==> src/hw/rtl/ecc_pkg.sv <==
`timescale 1ns / 1ps

package ecc_pkg;

	localparam int unsigned PC_W  = 5;
	localparam int unsigned DAY_W = 21;
	localparam int unsigned ACC_W = 40;
	localparam int unsigned PRD_W = 39;
	localparam int unsigned REM_W = 17;

	localparam logic [11:0] EPOCH_YEAR   = 12'd1970;
	localparam logic [8:0]  EPOCH_R400   = 9'd370;
	localparam logic [8:0]  R400_LAST    = 9'd399;
	localparam logic [8:0]  YLEN_LEAP    = 9'd366;
	localparam logic [8:0]  YLEN_COMMON  = 9'd365;
	localparam logic [3:0]  MONTH_DEC    = 4'd11;
	localparam logic [3:0]  MONTH_ALL    = 4'd12;
	localparam logic [3:0]  MONTH_FEB    = 4'd1;

	// reciprocals of the odd parts of 86400, 3600, 60 and 400
	localparam logic [25:0] RCP_DAY  = 26'd50903317;
	localparam logic [13:0] RCP_HOUR = 14'd9321;
	localparam logic [10:0] RCP_MIN  = 11'd1093;
	localparam logic [8:0]  RCP_400  = 9'd328;

	localparam logic [PC_W-1:0] PC_TO_CAL = 5'd13;
	localparam logic [PC_W-1:0] PC_START  = 5'd0;

	typedef enum logic [3:0] {
		OP_NONE,
		OP_DIV,
		OP_REM,
		OP_SAVE_DAYS,
		OP_SAVE_HOUR,
		OP_SAVE_MIN,
		OP_LEAP,
		OP_YADD,
		OP_YSUB,
		OP_MADD,
		OP_MSUB,
		OP_DAYADD,
		OP_MULACC,
		OP_DONE
	} op_t;

	typedef enum logic [3:0] {
		K_NONE,
		K_DAY,
		K_HOUR,
		K_MIN,
		K_SEC,
		K_D86400,
		K_D3600,
		K_D60,
		K_D400
	} ksel_t;

	typedef enum logic [1:0] {
		J_NEXT,
		J_LOOP,
		J_CMD,
		J_GOTO
	} jmp_t;

	typedef struct packed {
		op_t             op;
		ksel_t           ksel;
		jmp_t            jmp;
		logic [PC_W-1:0] tgt;
	} ucode_t;

	// leap test on a year taken modulo 400
	function automatic logic leap400(input logic [8:0] r);
		return (r[1:0] == 2'd0) && (r != 9'd100) && (r != 9'd200) && (r != 9'd300);
	endfunction

	function automatic logic [4:0] month_len(input logic [3:0] m);
		logic [4:0] len;
		unique case (m)
			4'd1:                      len = 5'd28;
			4'd3, 4'd5, 4'd8, 4'd10:   len = 5'd30;
			default:                   len = 5'd31;
		endcase
		return len;
	endfunction

	function automatic logic [REM_W-1:0] divisor(input ksel_t k);
		logic [REM_W-1:0] d;
		unique case (k)
			K_D86400: d = 17'd86400;
			K_D3600:  d = 17'd3600;
			K_D60:    d = 17'd60;
			K_D400:   d = 17'd400;
			default:  d = 17'd1;
		endcase
		return d;
	endfunction

	function automatic logic [REM_W-1:0] mul_const(input ksel_t k);
		logic [REM_W-1:0] c;
		unique case (k)
			K_DAY:   c = 17'd86400;
			K_HOUR:  c = 17'd3600;
			K_MIN:   c = 17'd60;
			K_SEC:   c = 17'd1;
			default: c = 17'd0;
		endcase
		return c;
	endfunction

	// control store
	function automatic ucode_t ucode(input logic [PC_W-1:0] pc);
		ucode_t uc;
		unique case (pc)
			5'd0:    uc = '{OP_NONE,      K_NONE,   J_CMD,  PC_TO_CAL};
			// calendar to seconds
			5'd1:    uc = '{OP_DIV,       K_D400,   J_NEXT, pc};
			5'd2:    uc = '{OP_REM,       K_D400,   J_NEXT, pc};
			5'd3:    uc = '{OP_LEAP,      K_NONE,   J_NEXT, pc};
			5'd4:    uc = '{OP_YADD,      K_NONE,   J_LOOP, pc};
			5'd5:    uc = '{OP_MADD,      K_NONE,   J_LOOP, pc};
			5'd6:    uc = '{OP_DAYADD,    K_NONE,   J_NEXT, pc};
			5'd7:    uc = '{OP_MULACC,    K_DAY,    J_NEXT, pc};
			5'd8:    uc = '{OP_MULACC,    K_HOUR,   J_NEXT, pc};
			5'd9:    uc = '{OP_MULACC,    K_MIN,    J_NEXT, pc};
			5'd10:   uc = '{OP_MULACC,    K_SEC,    J_NEXT, pc};
			5'd11:   uc = '{OP_MULACC,    K_NONE,   J_NEXT, pc};
			5'd12:   uc = '{OP_DONE,      K_NONE,   J_LOOP, pc};
			// seconds to calendar
			5'd13:   uc = '{OP_DIV,       K_D86400, J_NEXT, pc};
			5'd14:   uc = '{OP_REM,       K_D86400, J_NEXT, pc};
			5'd15:   uc = '{OP_SAVE_DAYS, K_NONE,   J_NEXT, pc};
			5'd16:   uc = '{OP_DIV,       K_D3600,  J_NEXT, pc};
			5'd17:   uc = '{OP_REM,       K_D3600,  J_NEXT, pc};
			5'd18:   uc = '{OP_SAVE_HOUR, K_NONE,   J_NEXT, pc};
			5'd19:   uc = '{OP_DIV,       K_D60,    J_NEXT, pc};
			5'd20:   uc = '{OP_REM,       K_D60,    J_NEXT, pc};
			5'd21:   uc = '{OP_SAVE_MIN,  K_NONE,   J_NEXT, pc};
			5'd22:   uc = '{OP_YSUB,      K_NONE,   J_LOOP, pc};
			5'd23:   uc = '{OP_LEAP,      K_NONE,   J_NEXT, pc};
			5'd24:   uc = '{OP_MSUB,      K_NONE,   J_LOOP, pc};
			5'd25:   uc = '{OP_DONE,      K_NONE,   J_LOOP, pc};
			default: uc = '{OP_NONE,      K_NONE,   J_GOTO, PC_START};
		endcase
		return uc;
	endfunction

endpackage

==> src/hw/rtl/epoch_calendar_converter.sv <==
`timescale 1ns / 1ps

// calendar to seconds: year divide, leap test, year and month count loops, day add, multiply-accumulate
// seconds to calendar: divides by 86400, 3600 and 60, then the year and month count loops
// the count loops step one year or one month per cycle; a divide takes two steps
// one request at a time; the next is taken while a result waits in the output register
// arst_n clears the sequencer and the output valid; no store needs clearing
module epoch_calendar_converter import ecc_pkg::*; (
	input  logic        clk,
	input  logic        arst_n,
	input  logic        s_axis_tvalid,
	output logic        s_axis_tready,
	// epoch_seconds, cal_year, cal_month, cal_day, cal_hour, cal_minute, cal_second, pad
	input  logic [71:0] s_axis_tdata,
	// command
	input  logic        s_axis_tuser,
	output logic        m_axis_tvalid,
	input  logic        m_axis_tready,
	// out_seconds, out_year, out_month, out_day, out_hour, out_minute, out_second, pad
	output logic [71:0] m_axis_tdata,
	// wrapped
	output logic        m_axis_tuser
);

	logic            busy_q;
	logic [PC_W-1:0] pc_q;
	logic            out_vld_q;

	logic                    cmd_q;
	logic [31:0]             a_q;
	logic [REM_W-1:0]        r_q;
	logic [15:0]             quo_q;
	logic signed [DAY_W-1:0] d_q;
	logic [11:0]             y_q;
	logic [8:0]              r400_q;
	logic [3:0]              m_q;
	logic                    leap_q;
	logic [11:0]             year_q;
	logic [3:0]              months_q;
	logic [4:0]              day_q;
	logic [4:0]              hour_q;
	logic [5:0]              min_q;
	logic [5:0]              sec_q;
	logic signed [PRD_W-1:0] prod_q;
	logic signed [ACC_W-1:0] acc_q;
	logic [69:0]             odata_q;
	logic                    owrap_q;

	ucode_t                  ctl;
	logic                    s_acc;
	logic                    stall;
	logic                    act;
	logic [PC_W-1:0]         pc_nxt;
	logic [50:0]             qp_day;
	logic [26:0]             qp_hour;
	logic [20:0]             qp_min;
	logic [16:0]             qp_y400;
	logic [15:0]             q_nxt;
	logic [31:0]             qd;
	logic [31:0]             rdiff;
	logic [8:0]              ylen;
	logic [DAY_W-1:0]        dim;
	logic signed [DAY_W-1:0] mopnd;
	logic signed [PRD_W-1:0] mprod;
	logic [3:0]              in_month;
	logic [3:0]              in_months;

	assign ctl   = ucode(pc_q);
	assign s_acc = s_axis_tvalid && s_axis_tready;
	assign stall = out_vld_q && !m_axis_tready;

	assign s_axis_tready = !busy_q;
	assign m_axis_tvalid = out_vld_q;
	assign m_axis_tdata  = {2'b00, odata_q};
	assign m_axis_tuser  = owrap_q;

	// quotient by reciprocal multiply, power-of-two factor shifted out first
	assign qp_day  = {25'd0, a_q[31:7]} * {25'd0, RCP_DAY};
	assign qp_hour = {14'd0, a_q[16:4]} * {13'd0, RCP_HOUR};
	assign qp_min  = {11'd0, a_q[11:2]} * {10'd0, RCP_MIN};
	assign qp_y400 = {9'd0, a_q[11:4]} * {8'd0, RCP_400};

	always_comb begin
		unique case (ctl.ksel)
			K_D86400: q_nxt = qp_day[50:35];
			K_D3600:  q_nxt = {10'd0, qp_hour[26:21]};
			K_D60:    q_nxt = {9'd0, qp_min[20:14]};
			K_D400:   q_nxt = {12'd0, qp_y400[16:13]};
			default:  q_nxt = '0;
		endcase
	end

	// remainder from the registered quotient
	assign qd    = {16'd0, quo_q} * {15'd0, divisor(ctl.ksel)};
	assign rdiff = a_q - qd;

	assign ylen = leap400(r400_q) ? YLEN_LEAP : YLEN_COMMON;
	assign dim  = DAY_W'(month_len(m_q)) + DAY_W'((m_q == MONTH_FEB) && leap_q);

	always_comb begin
		unique case (ctl.ksel)
			K_DAY:   mopnd = d_q;
			K_HOUR:  mopnd = $signed(DAY_W'(hour_q));
			K_MIN:   mopnd = $signed(DAY_W'(min_q));
			K_SEC:   mopnd = $signed(DAY_W'(sec_q));
			default: mopnd = '0;
		endcase
	end

	assign mprod = PRD_W'(mopnd) * PRD_W'($signed({1'b0, mul_const(ctl.ksel)}));

	assign in_month  = s_axis_tdata[47:44];
	assign in_months = (in_month == 4'd0) ? 4'd0 :
		((in_month - 4'd1) > MONTH_ALL) ? MONTH_ALL : (in_month - 4'd1);

	always_comb begin
		unique case (ctl.op)
			OP_YSUB: act = d_q >= $signed(DAY_W'(ylen));
			OP_YADD: act = y_q < year_q;
			OP_MSUB: act = (m_q < MONTH_DEC) && (d_q >= $signed(dim));
			OP_MADD: act = m_q < months_q;
			OP_DONE: act = stall;
			default: act = 1'b0;
		endcase
	end

	always_comb begin
		unique case (ctl.jmp)
			J_LOOP:  pc_nxt = act ? ctl.tgt : pc_q + 5'd1;
			J_CMD:   pc_nxt = cmd_q ? ctl.tgt : pc_q + 5'd1;
			J_GOTO:  pc_nxt = ctl.tgt;
			default: pc_nxt = pc_q + 5'd1;
		endcase
	end

	// sequencer and output valid
	always_ff @(posedge clk or negedge arst_n) begin
		if (!arst_n) begin
			busy_q    <= 1'b0;
			pc_q      <= PC_START;
			out_vld_q <= 1'b0;
		end else begin
			if (busy_q && ctl.op == OP_DONE && !stall) begin
				out_vld_q <= 1'b1;
			end else if (m_axis_tready) begin
				out_vld_q <= 1'b0;
			end
			if (s_acc) begin
				busy_q <= 1'b1;
				pc_q   <= PC_START;
			end else if (busy_q) begin
				pc_q <= pc_nxt;
				if (ctl.op == OP_DONE && !stall) begin
					busy_q <= 1'b0;
				end
			end
		end
	end

	// datapath
	always_ff @(posedge clk) begin
		if (s_acc) begin
			cmd_q    <= s_axis_tuser;
			a_q      <= s_axis_tuser ? s_axis_tdata[31:0] : {20'd0, s_axis_tdata[43:32]};
			r_q      <= '0;
			d_q      <= '0;
			y_q      <= EPOCH_YEAR;
			r400_q   <= EPOCH_R400;
			m_q      <= '0;
			year_q   <= s_axis_tdata[43:32];
			months_q <= in_months;
			day_q    <= s_axis_tdata[52:48];
			hour_q   <= s_axis_tdata[57:53];
			min_q    <= s_axis_tdata[63:58];
			sec_q    <= s_axis_tdata[69:64];
			prod_q   <= '0;
			acc_q    <= '0;
		end else if (busy_q) begin
			case (ctl.op)
				OP_DIV: begin
					quo_q <= q_nxt;
				end
				OP_REM: begin
					a_q <= {16'd0, quo_q};
					r_q <= rdiff[REM_W-1:0];
				end
				OP_SAVE_DAYS: begin
					d_q <= $signed(a_q[DAY_W-1:0]);
					a_q <= 32'(r_q);
					r_q <= '0;
				end
				OP_SAVE_HOUR: begin
					hour_q <= a_q[4:0];
					a_q    <= 32'(r_q);
					r_q    <= '0;
				end
				OP_SAVE_MIN: begin
					min_q <= a_q[5:0];
					sec_q <= r_q[5:0];
				end
				OP_LEAP: begin
					leap_q <= leap400(cmd_q ? r400_q : r_q[8:0]);
				end
				OP_YADD, OP_YSUB: begin
					if (act) begin
						d_q    <= (ctl.op == OP_YADD) ? d_q + $signed(DAY_W'(ylen))
							: d_q - $signed(DAY_W'(ylen));
						y_q    <= y_q + 12'd1;
						r400_q <= (r400_q == R400_LAST) ? 9'd0 : r400_q + 9'd1;
					end
				end
				OP_MADD, OP_MSUB: begin
					if (act) begin
						d_q <= (ctl.op == OP_MADD) ? d_q + $signed(dim) : d_q - $signed(dim);
						m_q <= m_q + 4'd1;
					end
				end
				OP_DAYADD: begin
					d_q <= d_q + $signed(DAY_W'(day_q)) - $signed(DAY_W'(1));
				end
				OP_MULACC: begin
					acc_q  <= acc_q + ACC_W'(prod_q);
					prod_q <= mprod;
				end
				default: begin
				end
			endcase
		end
	end

	// result register
	always_ff @(posedge clk) begin
		if (busy_q && ctl.op == OP_DONE && !stall) begin
			if (cmd_q) begin
				odata_q <= {sec_q, min_q, hour_q, 5'(d_q[4:0] + 5'd1), 4'(m_q + 4'd1),
					y_q, 32'd0};
				owrap_q <= 1'b0;
			end else begin
				odata_q <= {38'd0, acc_q[31:0]};
				owrap_q <= acc_q[ACC_W-1:32] != '0;
			end
		end
	end

	a_accept_starts: assert property (@(posedge clk) disable iff (!arst_n)
		s_acc |=> busy_q && pc_q == PC_START)
		else $error("accepted request did not start the sequencer");

	a_result_from_done: assert property (@(posedge clk) disable iff (!arst_n)
		$rose(out_vld_q) |-> $past(busy_q) && $past(ctl.op == OP_DONE))
		else $error("result raised outside the final step");

	a_days_in_year: assert property (@(posedge clk) disable iff (!arst_n)
		busy_q && ctl.op == OP_MSUB |-> d_q >= 0 && d_q < $signed(DAY_W'(YLEN_LEAP)))
		else $error("day count left over after year loop is out of range");

endmodule

==> config.mk <==
export PLATFORM = sky130hd
export DESIGN_NAME = epoch_calendar_converter
export DESIGN_NICKNAME = d
export VERILOG_FILES = /design/src/hw/rtl/ecc_pkg.sv /design/src/hw/rtl/epoch_calendar_converter.sv
export SDC_FILE = /design/constraint.sdc
export NUM_CORES = 2
export LEC_CHECK = 0
export ABC_AREA = 1
export BUFFER_PORTS_ARGS = -buffer_cell sky130_fd_sc_hd__buf_4
export CAP_MARGIN = 20
export CORE_ASPECT_RATIO = 1.25
export CORE_UTILIZATION = 51
export DETAILED_ROUTE_END_ITERATION = 12
export PLACE_DENSITY = 0.72
export SLEW_MARGIN = 30
export SYNTH_ARGS = -nofsm -noshare
export SYNTH_HDL_FRONTEND = slang
export SYNTH_SLANG_ARGS = --single-unit
==> constraint.sdc <==
create_clock -name clk -period 7 [get_ports clk]
set_input_delay 1.05 -clock clk [delete_from_list [all_inputs] [get_ports clk]]
set_output_delay 1.05 -clock clk [all_outputs]
set_load 0.05 [all_outputs]
==> flow_metrics.py <==
metrics = {
    "flow_run": {
        "timing.max_cap.violations": 0,
    },
    "synthesis": {
        "synth-edff-count": 159,
        "synthesis.area_um2": 49400,
        "yosys_most_used_dff": "sky130_fd_sc_hd__edfxtp_1",
        "postSynth.asyncResetShare_pct": 2.27,
        "yosysTopAreaCell": "sky130_fd_sc_hd__fa_1",
        "avgSynthCellArea_um2": 7.95,
        "syn_inst": 6214,
        "yosysTopAreaCellShare_pct": 22.4,
        "synth_area_leaders": "sky130_fd_sc_hd__fa_1 22%, sky130_fd_sc_hd__ha_1 20%, sky130_fd_sc_hd__inv_1 11%, sky130_fd_sc_hd__edfxtp_1 9.7%, sky130_fd_sc_hd__nand2_1 7.4%",
        "synth_seq_area_share_pct": 15.8,
        "yosysWarnings": 0,
        "post_synth_num_cell_types": 61,
        "synth.ff_latch_count": 308,
    },
    "worst_setup_path": {
        "critical_path.slowest_cell": "sky130_fd_sc_hd__fa_1",
        "worstRegToRegCells": 33,
        "timing.critical_path.to_type": "register",
        "worst_path_most_repeated_cell": "sky130_fd_sc_hd__inv_1",
        "worstPathRequired_ns": 7.53,
        "timing.critical_path.max_delay_family": "adder cells",
        "number_of_gates_on_the_worst_path_with_buffers_counted": 33,
        "worstPathMaxFanout": 8,
        "cp.buffers_inverters": 11,
        "worstSetupPathType": "reg2reg",
        "type_of_origin_of_the_critical_path": "register",
        "max_stage_delay_ns": 0.54,
        "crit_arrival_ns": 7.25,
    },
    "route": {
        "top_signal_layer_used": "met5",
        "total_vias_in_the_final_route": 42548,
        "drt-vias-per-instance": 5.38,
        "drt-met1-wl_um": 55800,
        "met2RoutedLength_um": 80000,
        "route.antenna.remaining_nets": 0,
        "drt_pre_antenna_iters": 7,
        "route.final.wire_length_um": 155000,
        "routed-wl-met3_um": 6890,
        "drc_errors_left": 0,
        "drt_wl_cell_um": 19.6,
        "first_iter_violations": 2539,
    },
    "place": {
        "buffer_ports.inserted": 147,
        "finalWeightedCongestion": 1.05,
        "placement.cell_area_um2": 53300,
        "place_inst": 7834,
        "post-dp-hpwl_um": 131000,
    },
    "clock_tree": {
        "cts_buffers": 37,
        "cts_root_buf": "sky130_fd_sc_hd__clkbuf_16",
        "ctsLongestPathBuffers": 3,
        "count_of_clock_tree_sinks": 308,
        "tritoncts": "yes",
        "clk_pin_slew_ns": 0.06,
        "h_tree_depth": 2,
        "postCtsHoldBufs": 0,
        "clock_insertion_delay_worst_skew_ns": 0.62,
    },
    "layout": {
        "proportion_of_layout_cells_with_a_drive_suffix_above_1_pct": 7.08,
        "post_layout_nonfiller_instances": 7905,
        "layout_commonest_cell": "sky130_fd_sc_hd__inv_1",
        "synthToLayoutAreaGrowth_pct": 10.8,
        "fin_area_um2": 54800,
        "nets": 8013,
        "most_used_cells_in_the_layout_excluding_fill_and_tap_cells": "1394 x sky130_fd_sc_hd__inv_1, 972 x sky130_fd_sc_hd__nand2_1, 794 x sky130_fd_sc_hd__ha_1, 553 x sky130_fd_sc_hd__fa_1, 488 x sky130_fd_sc_hd__nor2_1",
    },
    "global_routing": {
        "first_pass_grt_wire_length_um": 240000,
        "first_global_vias": 44029,
        "grt_use_total_pct": 32.0,
        "grt.overflow.total": 0,
        "antenna_found_initial": 3,
        "grt_start_max_net_pins": 87,
    },
    "run_status": {
        "run_status": "complete, no violations",
    },
    "floorplanning": {
        "rows": 127,
        "starting_density_of_the_core_pct": 51.5,
        "floorplan.core_area_um2": 96000,
        "i_o_pin_total": 152,
        "die_w_um": 280,
        "dieHeight_um": 350,
        "dieArea_um2": 98200,
    },
    "sta": {
        "setup_viol": 0,
        "clock.fmax_mhz": 149,
        "rsz0062_at_grt": "yes",
        "final.setup_skew_ns": 0.0729,
        "maxSlewViolCount": 0,
        "post-route-period-util_pct": 96.0,
        "finalSetupTns_ns": 0,
        "worst_pin_slew_ns": 0.971,
        "hold_violations": 0,
        "final.min_clock_period_ns": 6.72,
        "slew_headroom_pct": 35.2,
    },
    "worst_hold_path": {
        "holdCritPathClass": "in2async",
    },
}
## sequential cells by signal, indices dropped and copies added (netlist names), 5 cells and up
signal,cells
odata_q,70
acc_q,40
prod_q,39
a_q,32
d_q,21
r_q,17
quo_q,16
y_q,12
year_q,12
r400_q,9
min_q,6
sec_q,6
day_q,5
hour_q,5
pc_q,5
## synth_stat cells (27+ instances only)
cell,count
sky130_fd_sc_hd__o21ai_0,316
sky130_fd_sc_hd__xnor2_1,62
sky130_fd_sc_hd__inv_1,1395
sky130_fd_sc_hd__a21oi_1,371
sky130_fd_sc_hd__nor2_1,500
sky130_fd_sc_hd__nand3_1,271
sky130_fd_sc_hd__dfxtp_1,142
sky130_fd_sc_hd__xor2_1,107
sky130_fd_sc_hd__ha_1,798
sky130_fd_sc_hd__nand4_1,90
sky130_fd_sc_hd__a21o_1,27
sky130_fd_sc_hd__fa_1,553
sky130_fd_sc_hd__nand2_1,979
sky130_fd_sc_hd__edfxtp_1,159
sky130_fd_sc_hd__nor3_1,57
sky130_fd_sc_hd__clkbuf_1,61
## metrics by stage
stage	setup slack (ns)	util, %	hold slack (ns)
after floorplan	0.395	-	0.414
after global placement	0.0613	55.6	0.427
after detailed placement	0.00227	55.6	0.437
after CTS	0.0236	56.9	0.262
after global routing	-0.0588	57.0	0.269
final	0.283	57.0	0.279
## path summary, 6_finish.rpt
check                           startpoint       to  slack (ns)
worst max register to register     pc_q[1]  r_q[15]        0.28
min in group clk                   r_q[14]  r_q[14]        0.44
worst max-delay path               pc_q[1]  r_q[15]        0.28
max in group asynchronous           arst_n  pc_q[2]        6.55
worst min-delay path                arst_n  pc_q[4]        0.28
worst min register to register     r_q[14]  r_q[14]        0.44
## worst reg2reg max path: cells and delay by family (launching register included)
family,cells,cell delay (ns)
simple gates,9,0.96
buf+inv,11,1.06
compound gates,5,0.65
flops,1,0.38
fa+ha+maj,8,3.62
## cell families after synthesis
| family | share of synthesized area, % |
|---|---|
| xor+xnor | 3.00 |
| buf+inv | 11.8 |
| simple gates | 17.1 |
| compound gates | 9.74 |
| other cells | 0.0152 |
| fa+ha+maj | 42.6 |
| flops | 15.8 |
## per-layer routing
layer,GRT usage [%],vias up
met3,3.92,534
met1,33.4,20385
met5,0,-
met4,22.1,4
li1,-,20361
met2,59.5,1264
## layout make-up
cell class / instances / area, um^2
repair buffers: 299 / 2270
well taps: 1290 / 1610
flip-flops and latches: 308 / 7790
clock inverters: 25 / 325
clock buffers: 43 / 980
diodes: 1 / 2.50
inverters: 1422 / 5340
multi-input cells: 4517 / 36400
fillers: 8975 / 41200
## timing repair
item / CTS / global route
buffers inserted: 0 / 2
pin swaps: 0 / 2
gates resized for setup: 1 / 34
cloned: 0 / 0
endpoints found under the setup margin: 1 / 25
Power is left out: the tool's default activity adds up to more than one toggle a clock period on the data nets, which glitch-free logic cannot reach.
